===== src/hdl/int32_decimal_text_formatter_unit_defines.svh =====
// Assertion macros shared by the formatter RTL.
// No dependencies; include with the bare file name inside a module body.
`ifndef INT32_DECIMAL_TEXT_FORMATTER_UNIT_DEFINES_SVH
`define INT32_DECIMAL_TEXT_FORMATTER_UNIT_DEFINES_SVH

// same-cycle implication, checked on clk outside reset
`define I32FMT_ASSERT_NOW(label, ante, cons, msg) \
  label: assert property (@(posedge clk) disable iff (rst) (ante) |-> (cons)) \
    else $error(msg);

// next-cycle implication, checked on clk outside reset
`define I32FMT_ASSERT_NXT(label, ante, cons, msg) \
  label: assert property (@(posedge clk) disable iff (rst) (ante) |=> (cons)) \
    else $error(msg);

`endif


===== src/hdl/i32fmt_pkg.sv =====
// Shared widths, ASCII codes and types for the decimal text formatter.
// No dependencies.
`timescale 1ns / 1ps

package i32fmt_pkg;

  localparam int BIN_W     = 32;  // input value width
  localparam int CHAR_W    = 8;
  localparam int NDIG      = 10;  // decimal digits of a 32-bit magnitude
  localparam int BCD_W     = 4 * NDIG;
  localparam int CNT_W     = 4;   // holds 0..NDIG
  localparam int NSTG      = 4;   // shift-add-3 stages
  localparam int STG_STEPS = BIN_W / NSTG;

  localparam logic [CHAR_W-1:0] CHAR_ZERO  = 8'h30;
  localparam logic [CHAR_W-1:0] CHAR_MINUS = 8'h2D;
  localparam logic [CHAR_W-1:0] CHAR_SPACE = 8'h20;

  typedef logic [NDIG-1:0][3:0] bcd_t;

  // one pipeline slot: sign, separator flag, BCD digits and remaining binary bits
  typedef struct packed {
    logic              neg;
    logic              sep;
    bcd_t              bcd;
    logic [BIN_W-1:0]  bin;
  } stg_t;

endpackage


===== src/hdl/i32fmt_in_if.sv =====
// Input channel: one signed 32-bit value and its separator flag per beat.
// Depends on i32fmt_pkg.
`timescale 1ns / 1ps

interface i32fmt_in_if;
  import i32fmt_pkg::*;

  logic              valid;
  logic              ready;
  logic [BIN_W-1:0]  value;
  logic              separator_follows;

  modport source (output valid, value, separator_follows, input ready);
  modport sink   (input valid, value, separator_follows, output ready);
endinterface


===== src/hdl/i32fmt_out_if.sv =====
// Output channel: one ASCII character and its end-of-run flag per beat.
// Depends on i32fmt_pkg.
`timescale 1ns / 1ps

interface i32fmt_out_if;
  import i32fmt_pkg::*;

  logic               valid;
  logic               ready;
  logic [CHAR_W-1:0]  character;
  logic               last_char;

  modport source (output valid, character, last_char, input ready);
  modport sink   (input valid, character, last_char, output ready);
endinterface


===== src/hdl/int32_decimal_text_formatter_unit.sv =====
// Channel  Dir  Beat contents
// din      in   value[31:0] signed, separator_follows
// dout     out  character[7:0] ASCII, last_char
//
// An accepted value passes a capture stage and four shift-add-3 stages (8 bits
// each), then loads the character emitter. The emitter sends one character per
// cycle while dout is not stalled, 1 to 12 per value, and loads no new value
// until the last one is sent; that emitter sets the sustained rate.
// rst is synchronous and clears all valid bits. A stall on dout holds the
// output register and backs up through the stages without loss.
// Depends on i32fmt_pkg, i32fmt_in_if, i32fmt_out_if and the defines header.
`timescale 1ns / 1ps

module int32_decimal_text_formatter_unit (
  input  logic   clk,
  input  logic   rst,
  i32fmt_in_if.sink    din,
  i32fmt_out_if.source dout
);
  import i32fmt_pkg::*;
  `include "int32_decimal_text_formatter_unit_defines.svh"

  // ---------------- conversion pipeline ----------------
  logic  v   [0:NSTG];
  stg_t  stg [0:NSTG];
  stg_t  stg_d [0:NSTG];
  logic  adv [0:NSTG];
  logic  load;

  function automatic stg_t dabble(input stg_t x);
    stg_t y;
    y = x;
    for (int s = 0; s < STG_STEPS; s++) begin
      for (int d = 0; d < NDIG; d++) begin
        if (y.bcd[d] >= 4'd5) y.bcd[d] = y.bcd[d] + 4'd3;
      end
      {y.bcd, y.bin} = {y.bcd, y.bin} << 1;
    end
    return y;
  endfunction

  always_comb begin
    stg_d[0].neg = din.value[BIN_W-1];
    stg_d[0].sep = din.separator_follows;
    stg_d[0].bcd = '0;
    // most negative value maps to itself as unsigned 2^31
    stg_d[0].bin = din.value[BIN_W-1] ? (~din.value + 1'b1) : din.value;
    for (int k = 1; k <= NSTG; k++) begin
      stg_d[k] = dabble(stg[k-1]);
    end
  end

  always_comb begin
    adv[NSTG] = !v[NSTG] || load;
    for (int k = NSTG - 1; k >= 0; k--) begin
      adv[k] = !v[k] || adv[k+1];
    end
  end

  assign din.ready = adv[0];

  always_ff @(posedge clk) begin
    if (rst) begin
      for (int k = 0; k <= NSTG; k++) v[k] <= 1'b0;
    end else begin
      if (adv[0]) v[0] <= din.valid;
      for (int k = 1; k <= NSTG; k++) begin
        if (adv[k]) v[k] <= v[k-1];
      end
    end
  end

  always_ff @(posedge clk) begin
    for (int k = 0; k <= NSTG; k++) begin
      if (adv[k]) stg[k] <= stg_d[k];
    end
  end

  // ---------------- character emitter ----------------
  logic              busy;
  logic              sign_p;
  logic              space_p;
  logic [CNT_W-1:0]  dig_left;
  bcd_t              digits;
  logic [CNT_W-1:0]  ndig_d;
  logic              emit;
  logic [CHAR_W-1:0] emit_char;
  logic              emit_last;
  logic [CNT_W-1:0]  dig_idx;

  always_comb begin
    ndig_d = CNT_W'(1);
    for (int d = 1; d < NDIG; d++) begin
      if (stg[NSTG].bcd[d] != 4'd0) ndig_d = CNT_W'(d + 1);
    end
  end

  assign busy    = sign_p || space_p || (dig_left != '0);
  assign load    = !busy && v[NSTG];
  assign emit    = busy && (!dout.valid || dout.ready);
  assign dig_idx = dig_left - CNT_W'(1);

  always_comb begin
    if (sign_p) begin
      emit_char = CHAR_MINUS;
      emit_last = 1'b0;
    end else if (dig_left != '0) begin
      emit_char = CHAR_ZERO + {4'd0, digits[dig_idx]};
      emit_last = (dig_left == CNT_W'(1)) && !space_p;
    end else begin
      emit_char = CHAR_SPACE;
      emit_last = 1'b1;
    end
  end

  always_ff @(posedge clk) begin
    if (rst) begin
      sign_p      <= 1'b0;
      space_p     <= 1'b0;
      dig_left    <= '0;
      dout.valid  <= 1'b0;
    end else begin
      if (load) begin
        sign_p   <= stg[NSTG].neg;
        space_p  <= stg[NSTG].sep;
        dig_left <= ndig_d;
      end else if (emit) begin
        if (sign_p) sign_p <= 1'b0;
        else if (dig_left != '0) dig_left <= dig_idx;
        else space_p <= 1'b0;
      end
      if (emit) dout.valid <= 1'b1;
      else if (dout.ready) dout.valid <= 1'b0;
    end
  end

  always_ff @(posedge clk) begin
    if (load) digits <= stg[NSTG].bcd;
    if (emit) begin
      dout.character <= emit_char;
      dout.last_char <= emit_last;
    end
  end

  // ---------------- checks ----------------
  `I32FMT_ASSERT_NXT(a_last_frees, emit && emit_last, !busy, "emitter busy after last beat")
  `I32FMT_ASSERT_NXT(a_load_busy, load, busy && dig_left != '0, "load gave no digits")
  `I32FMT_ASSERT_NOW(a_sign_digits, sign_p, dig_left != '0, "sign pending without digits")
  `I32FMT_ASSERT_NOW(a_dig_range, 1'b1, dig_left <= CNT_W'(NDIG), "digit count out of range")

endmodule

===== src/flat_wrapper.sv =====
// flat-port wrapper written by rule: the top's interface ports become plain ports
module int32_decimal_text_formatter_unit_flat import i32fmt_pkg::*;
  (clk, rst, din_valid, din_value, din_separator_follows, din_ready, dout_valid, dout_character, dout_last_char, dout_ready);
  i32fmt_in_if din_i ();
  i32fmt_out_if dout_i ();
  input  logic clk;
  input  logic rst;
  input wire logic [$bits(din_i.valid)-1:0] din_valid;
  input wire logic [$bits(din_i.value)-1:0] din_value;
  input wire logic [$bits(din_i.separator_follows)-1:0] din_separator_follows;
  output wire logic [$bits(din_i.ready)-1:0] din_ready;
  output wire logic [$bits(dout_i.valid)-1:0] dout_valid;
  output wire logic [$bits(dout_i.character)-1:0] dout_character;
  output wire logic [$bits(dout_i.last_char)-1:0] dout_last_char;
  input wire logic [$bits(dout_i.ready)-1:0] dout_ready;
  assign din_i.valid = din_valid;
  assign din_i.value = din_value;
  assign din_i.separator_follows = din_separator_follows;
  assign din_ready = din_i.ready;
  assign dout_valid = dout_i.valid;
  assign dout_character = dout_i.character;
  assign dout_last_char = dout_i.last_char;
  assign dout_i.ready = dout_ready;
  int32_decimal_text_formatter_unit u_core (.clk(clk), .rst(rst), .din(din_i), .dout(dout_i));
endmodule

===== config.mk =====
export PLATFORM = sky130hd
export DESIGN_NAME = int32_decimal_text_formatter_unit_flat
export DESIGN_NICKNAME = d
export VERILOG_FILES = /design/src/hdl/i32fmt_pkg.sv /design/src/hdl/i32fmt_in_if.sv /design/src/hdl/i32fmt_out_if.sv /design/src/hdl/int32_decimal_text_formatter_unit.sv /design/src/flat_wrapper.sv
export VERILOG_INCLUDE_DIRS = /design/src /design/src/hdl
export SDC_FILE = /design/constraint.sdc
export NUM_CORES = 1
export LEC_CHECK = 0
export BUFFER_PORTS_ARGS = -buffer_cell sky130_fd_sc_hd__buf_2
export CAP_MARGIN = 20
export CORE_MARGIN = 10
export CORE_UTILIZATION = 44
export DETAILED_ROUTE_END_ITERATION = 7
export GPL_TIMING_DRIVEN = 0
export PLACE_DENSITY_LB_ADDON = 0.1
export REMOVE_ABC_BUFFERS = 1
export SYNTH_ARGS = -nofsm -noshare
export SYNTH_HDL_FRONTEND = slang
export SYNTH_SLANG_ARGS = --single-unit
export TNS_END_PERCENT = 50

===== constraint.sdc =====
create_clock -name clk -period 6.5 [get_ports clk]
set_input_delay 0.65 -clock clk [delete_from_list [all_inputs] [get_ports clk]]
set_output_delay 0.65 -clock clk [all_outputs]
set_load 0.1 [all_outputs]

# After elaboration in Yosys (flattened, before gate mapping)
# Memory sizes are Yosys's and may differ from the RTL's.
# Index checks and enable logic that the tools add are counted.
# W data, S select, Z words.
dict set report totals {
  regBits 55
  ram_bits 375
  inputBits 37
  wordCells 1081
  n_memories 2
}
# memory depth width read_ports rd_ports_with_merged_regs wr line_no
set mem_list {}
lappend mem_list {u_core.stg 5 74 5 0 5 int32_decimal_text_formatter_unit.sv:25} ;# stg_t stg [0:NSTG];
lappend mem_list {u_core.v 5 1 5 0 5 int32_decimal_text_formatter_unit.sv:24} ;# logic v [0:NSTG];
dict set report classes {
  addsub 323
  magnitude_cmp 321
  n_eq_ne 3
  mux 373
  bitwise_logic 7
  reduce_logical 35
}
# operator count
set op_table {}
lappend op_table {{$ge A4 B3 Y1 const B} 320}
lappend op_table {{$mux W4} 297}
lappend op_table {{$add A4 B2 Y4 const B} 288}
lappend op_table {{$mux W3} 36}
lappend op_table {{$add A3 B2 Y3 const B} 32}
lappend op_table {{$reduce_bool A4 Y1} 10}
lappend op_table {{$mux W1} 36}
lappend op_table {{$add A32 B1 Y32 const B} 1}
lappend op_table {{$mux W32} 1}
lappend op_table {{$not A32 Y32} 1}
lappend op_table {{$bmux W4 S4} 1}
lappend op_table {{$logic_not A1 Y1} 8}
lappend op_table {{$logic_or A1 B1 Y1} 8}
lappend op_table {{$add A6 B4 Y7 const A} 1}
lappend op_table {{$reduce_and A3 Y1} 2}
lappend op_table {{$reduce_bool A2 Y1} 3}
lappend op_table {{$lt A4 B5 Y1 const B} 1}
lappend op_table {{$or A1 B1 Y1} 5}
lappend op_table {{$eq A4 B1 Y1 const B} 1}
lappend op_table {{$mux W2} 2}
lappend op_table {{$ne A2 B1 Y1 const B} 2}
lappend op_table {{$sub A4 B1 Y4 const B} 1}
lappend op_table {{$logic_and A1 B1 Y1} 3}
lappend op_table {{$reduce_or A2 Y1} 1}
lappend op_table {{$not A1 Y1} 1}

# Logic depth before layout (Yosys ltp)
# An unclocked memory read counts as a cell.
dict set report depth {
  depth_word 17
  ltp_mapped 36
  mapped_depth_nobuf 36
}

# Least setup slack after synthesis
# OpenSTA, ideal clock, no wires.
dict set report synth_timing {
  path_kind {reg2reg}
  start {mem u_core.stg[0][282] in the netlist's numbering}
  end {mem u_core.stg[0][366] in the netlist's numbering (data pin)}
  t_arrival_ns 5.994
  t_required_ns 6.232
  setup_slack_ns 0.238
  path_stages_with_launch 32
  path_buffers 0
  period_less_slack_ns 6.262
  cell_sequence {edfxtp_1 -> inv_1 -> ha_1 -> inv_1 -> ha_1 -> a21oi_1 -> xnor2_1 -> inv_1 -> ha_1 -> o31a_1 -> o32ai_1 -> nor2_1 -> xnor2_1 -> nand2_1 -> ha_1 -> a21oi_1 -> xor3_1 -> ha_1 -> nor2_1 -> a221oi_1 -> nand2_1 -> xor2_1 -> inv_1 -> ha_1 -> inv_1 -> ha_1 -> a21oi_1 -> xor2_1 -> ha_1 -> nand2b_1 -> a21oi_1 -> mux2i_1}
}
# element line_no
set synth_lines {}
lappend synth_lines {{start: declaration} int32_decimal_text_formatter_unit.sv:25}

==> results.json <==
{
  "nets": 3844,
  "routed-wl-met3_mm": 2.25,
  "synthArstFlopShare_pct": 0,
  "fp.coreArea_sq_mm": 0.0659,
  "hold_path_depth": 1,
  "grt_pass1_vias": 25300,
  "routed.top_layer": "met4",
  "period_needed_ns": 6.28,
  "layout-drive-gt1-share_pct": 23.2,
  "cpMaxStageDelayCell": "or4b_1",
  "fin_area_sq_mm": 0.0344,
  "rsz0062_at_grt": "yes",
  "hold_class": "in2reg",
  "dpl_cell_area_sq_mm": 0.0302,
  "cts_buffers": 31,
  "skew_ns": 0.0412,
  "grt_pass1_wl_mm": 116,
  "drtIter0Drc": 1622,
  "crit_family": "simple AND/OR/NAND/NOR gates",
  "start_util_pct": 44.5,
  "mostFrequentLayoutCells": "nand2_1, nor2_1, edfxtp_1",
  "finalHoldViolCount": 0,
  "cts_tree": "built",
  "maxCapViolations": 0,
  "setup-tns-final_ns": 0,
  "setup_viol": 0,
  "utilization_pct": 52.2,
  "drt_pre_antenna_iters": 6,
  "grtUsageTotal_pct": 16.6,
  "pin_count": 48,
  "fmax_mhz": 159,
  "met2WireLength_mm": 36.4,
  "seqCellArea_sq_mm": 0.00744,
  "route.detailed.drc": 0,
  "n_antenna_cell": 0,
  "worstPathMaxFanout": 6,
  "whs_ns": 0.227,
  "cts.clk_slew.worst_paths_ns": 0.06,
  "max_stage_delay_ns": 0.52,
  "maxSlewHeadroom_pct": 21.9,
  "yosys_warnings": 0,
  "post-route-period-util_pct": 96.6,
  "die_area_sq_mm": 0.0773,
  "netlist_top_cells_area": "edfxtp_1, ha_1, a21oi_1",
  "fillers": 6068,
  "area_growth_pct": 17.4,
  "yosys_register_bits": 250,
  "syn_area_sq_mm": 0.0293,
  "critical_path_arrival_ns": 6.59,
  "cts_root_buf": "clkbuf_16",
  "cts.sinks": 250,
  "postRouteAntennaNets": 0,
  "crit_path_start_kind": "flop",
  "io_buffer_count": 44,
  "drt-vias-per-instance": 6.01,
  "postSynthCellCount": 3526,
  "worst_slew_pin_slew_ns": 1.17,
  "multi_input_area_sq_mm": 0.0225,
  "antenna_found_initial": 0,
  "crit_cells": 33,
  "place_congestion": 0.852,
  "slew_violations": 0,
  "wl_met1_mm": 31.2,
  "overflow": 0,
  "rows": 94,
  "die_h_um": 278,
  "vias": 27300,
  "yosysTopAreaCell": "edfxtp_1",
  "status": "finished, final reports clean",
  "dieWidth_um": 278,
  "criticalPathCategory": "reg2reg",
  "ys_seq_area_share_pct": 25.4,
  "synthFlopType": "edfxtp_1",
  "dp_hpwl_mm": 51.9,
  "synthDistinctLibCells": 141,
  "cp.required_ns": 6.82,
  "avgSynthCellArea_sq_um": 8.31,
  "clock_path_buffers": 3,
  "wl_per_cell_um": 15.6,
  "htreeDepth": 1,
  "synth-edff-count": 243,
  "yosys.area.top_type_share_pct": 24.9,
  "r2r_cells": 33,
  "crit_buf_inv": 5,
  "final_common_cell": "nand2_1",
  "insertion_delay_ns": 0.60,
  "drt-total-wl_mm": 71.1,
  "grt_max_degree": 44,
  "end_kind": "flop"
}
-- kinds of logic (layout without fill, tap and decap cells) --
| family | count (synthesis) | count (layout) | share of synthesized area (%) |
|---|---|---|---|
| buffers and inverters | 339 | 499 | 4.65 |
| AO/OA/AOI/OAI | 1293 | 1293 | 31.4 |
| multiplexers | 178 | 178 | 6.99 |
| adder cells (fa/ha/maj) | 150 | 150 | 6.36 |
| flip-flops | 250 | 250 | 25.4 |
| AND/OR/NAND/NOR | 1167 | 1167 | 20.2 |
| other | 2 | 3 | 0.0256 |
| XOR/XNOR | 147 | 147 | 5.01 |
-- layout make-up --
type,instances,area share (%)
clock buffer,36,2.31
clock inverter,22,0.669
tap,864,3.14
multi-input combinational,2938,65.3
inverter,224,2.44
timing repair buffer,217,4.54
sequential,250,21.6
-- path summary, 6_finish.rpt --
kind | start | to | slack [ns]
worst min-delay path | din_separator_follows | u_core.stg[0][72]$_DFFE_PN_ | 0.23
worst max-delay path | u_core.stg[0][278]$_DFFE_PP_ | u_core.stg[0][363]$_DFFE_PN_ | 0.22
worst min register to register | u_core.stg[0][7]$_DFFE_PN_ | u_core.stg[0][89]$_DFFE_PN_ | 0.41
worst max register to register | u_core.stg[0][278]$_DFFE_PP_ | u_core.stg[0][363]$_DFFE_PN_ | 0.22
-- sequential cells by signal (all words and copies together), names as in the netlist, 4 cells and up --
name	cells
u_core.dig_left	4
u_core.digits	40
u_core.dout.character	5
u_core.stg	192
u_core.v	5
-- routing by layer --
layer	GRT usage (%)	vias up
met5	0	-
met4	3.24	0
met3	1.99	71
met2	30.3	462
met1	20.6	13100
li1	-	13700
-- cells in the mapped netlist (15+ instances only) --
master	number
nor3_1	90
o22ai_1	46
or3_1	30
mux2_2	57
o221ai_1	16
o31ai_1	33
a2bb2oi_1	16
a21oi_1	235
a22oi_1	27
o211a_1	22
nor2b_1	42
or4_1	15
ha_1	145
o211ai_1	63
nand4_1	16
clkbuf_1	68
and2_1	54
buf_2	30
nand3_1	92
or2_2	31
xnor2_1	100
nor2_1	272
inv_1	208
a211o_1	24
o21ai_1	52
a21boi_0	23
nor4_1	20
o2111ai_1	16
a211oi_1	50
edfxtp_1	243
and3_1	41
a211oi_2	15
o21a_1	43
nand2_1	296
mux2i_1	96
a31oi_1	43
o21ai_0	228
o21bai_1	18
xor2_1	28
a21o_1	56
o32ai_1	16
o22a_1	17
nand2b_1	64
-- timing repair --
item	in CTS	in global routing
hold buffers	0	0
buffers inserted	26	139
hold endpoints to repair	0	0
resized for setup	102	328
pin swaps	16	119
setup endpoints to repair	70	76
-- per-stage QoR --
step                      std cells  setup WS [ns]
after detailed placement       4327         -0.759
final                          4551          0.224
after CTS                      4411        -0.0761
after global routing           4551         -0.107
after global placement         4320          -1.19
after floorplan                3412         0.0527
Power is left out: the tool's default activity adds up to more than one toggle a clock period on the data nets, which glitch-free logic cannot reach.
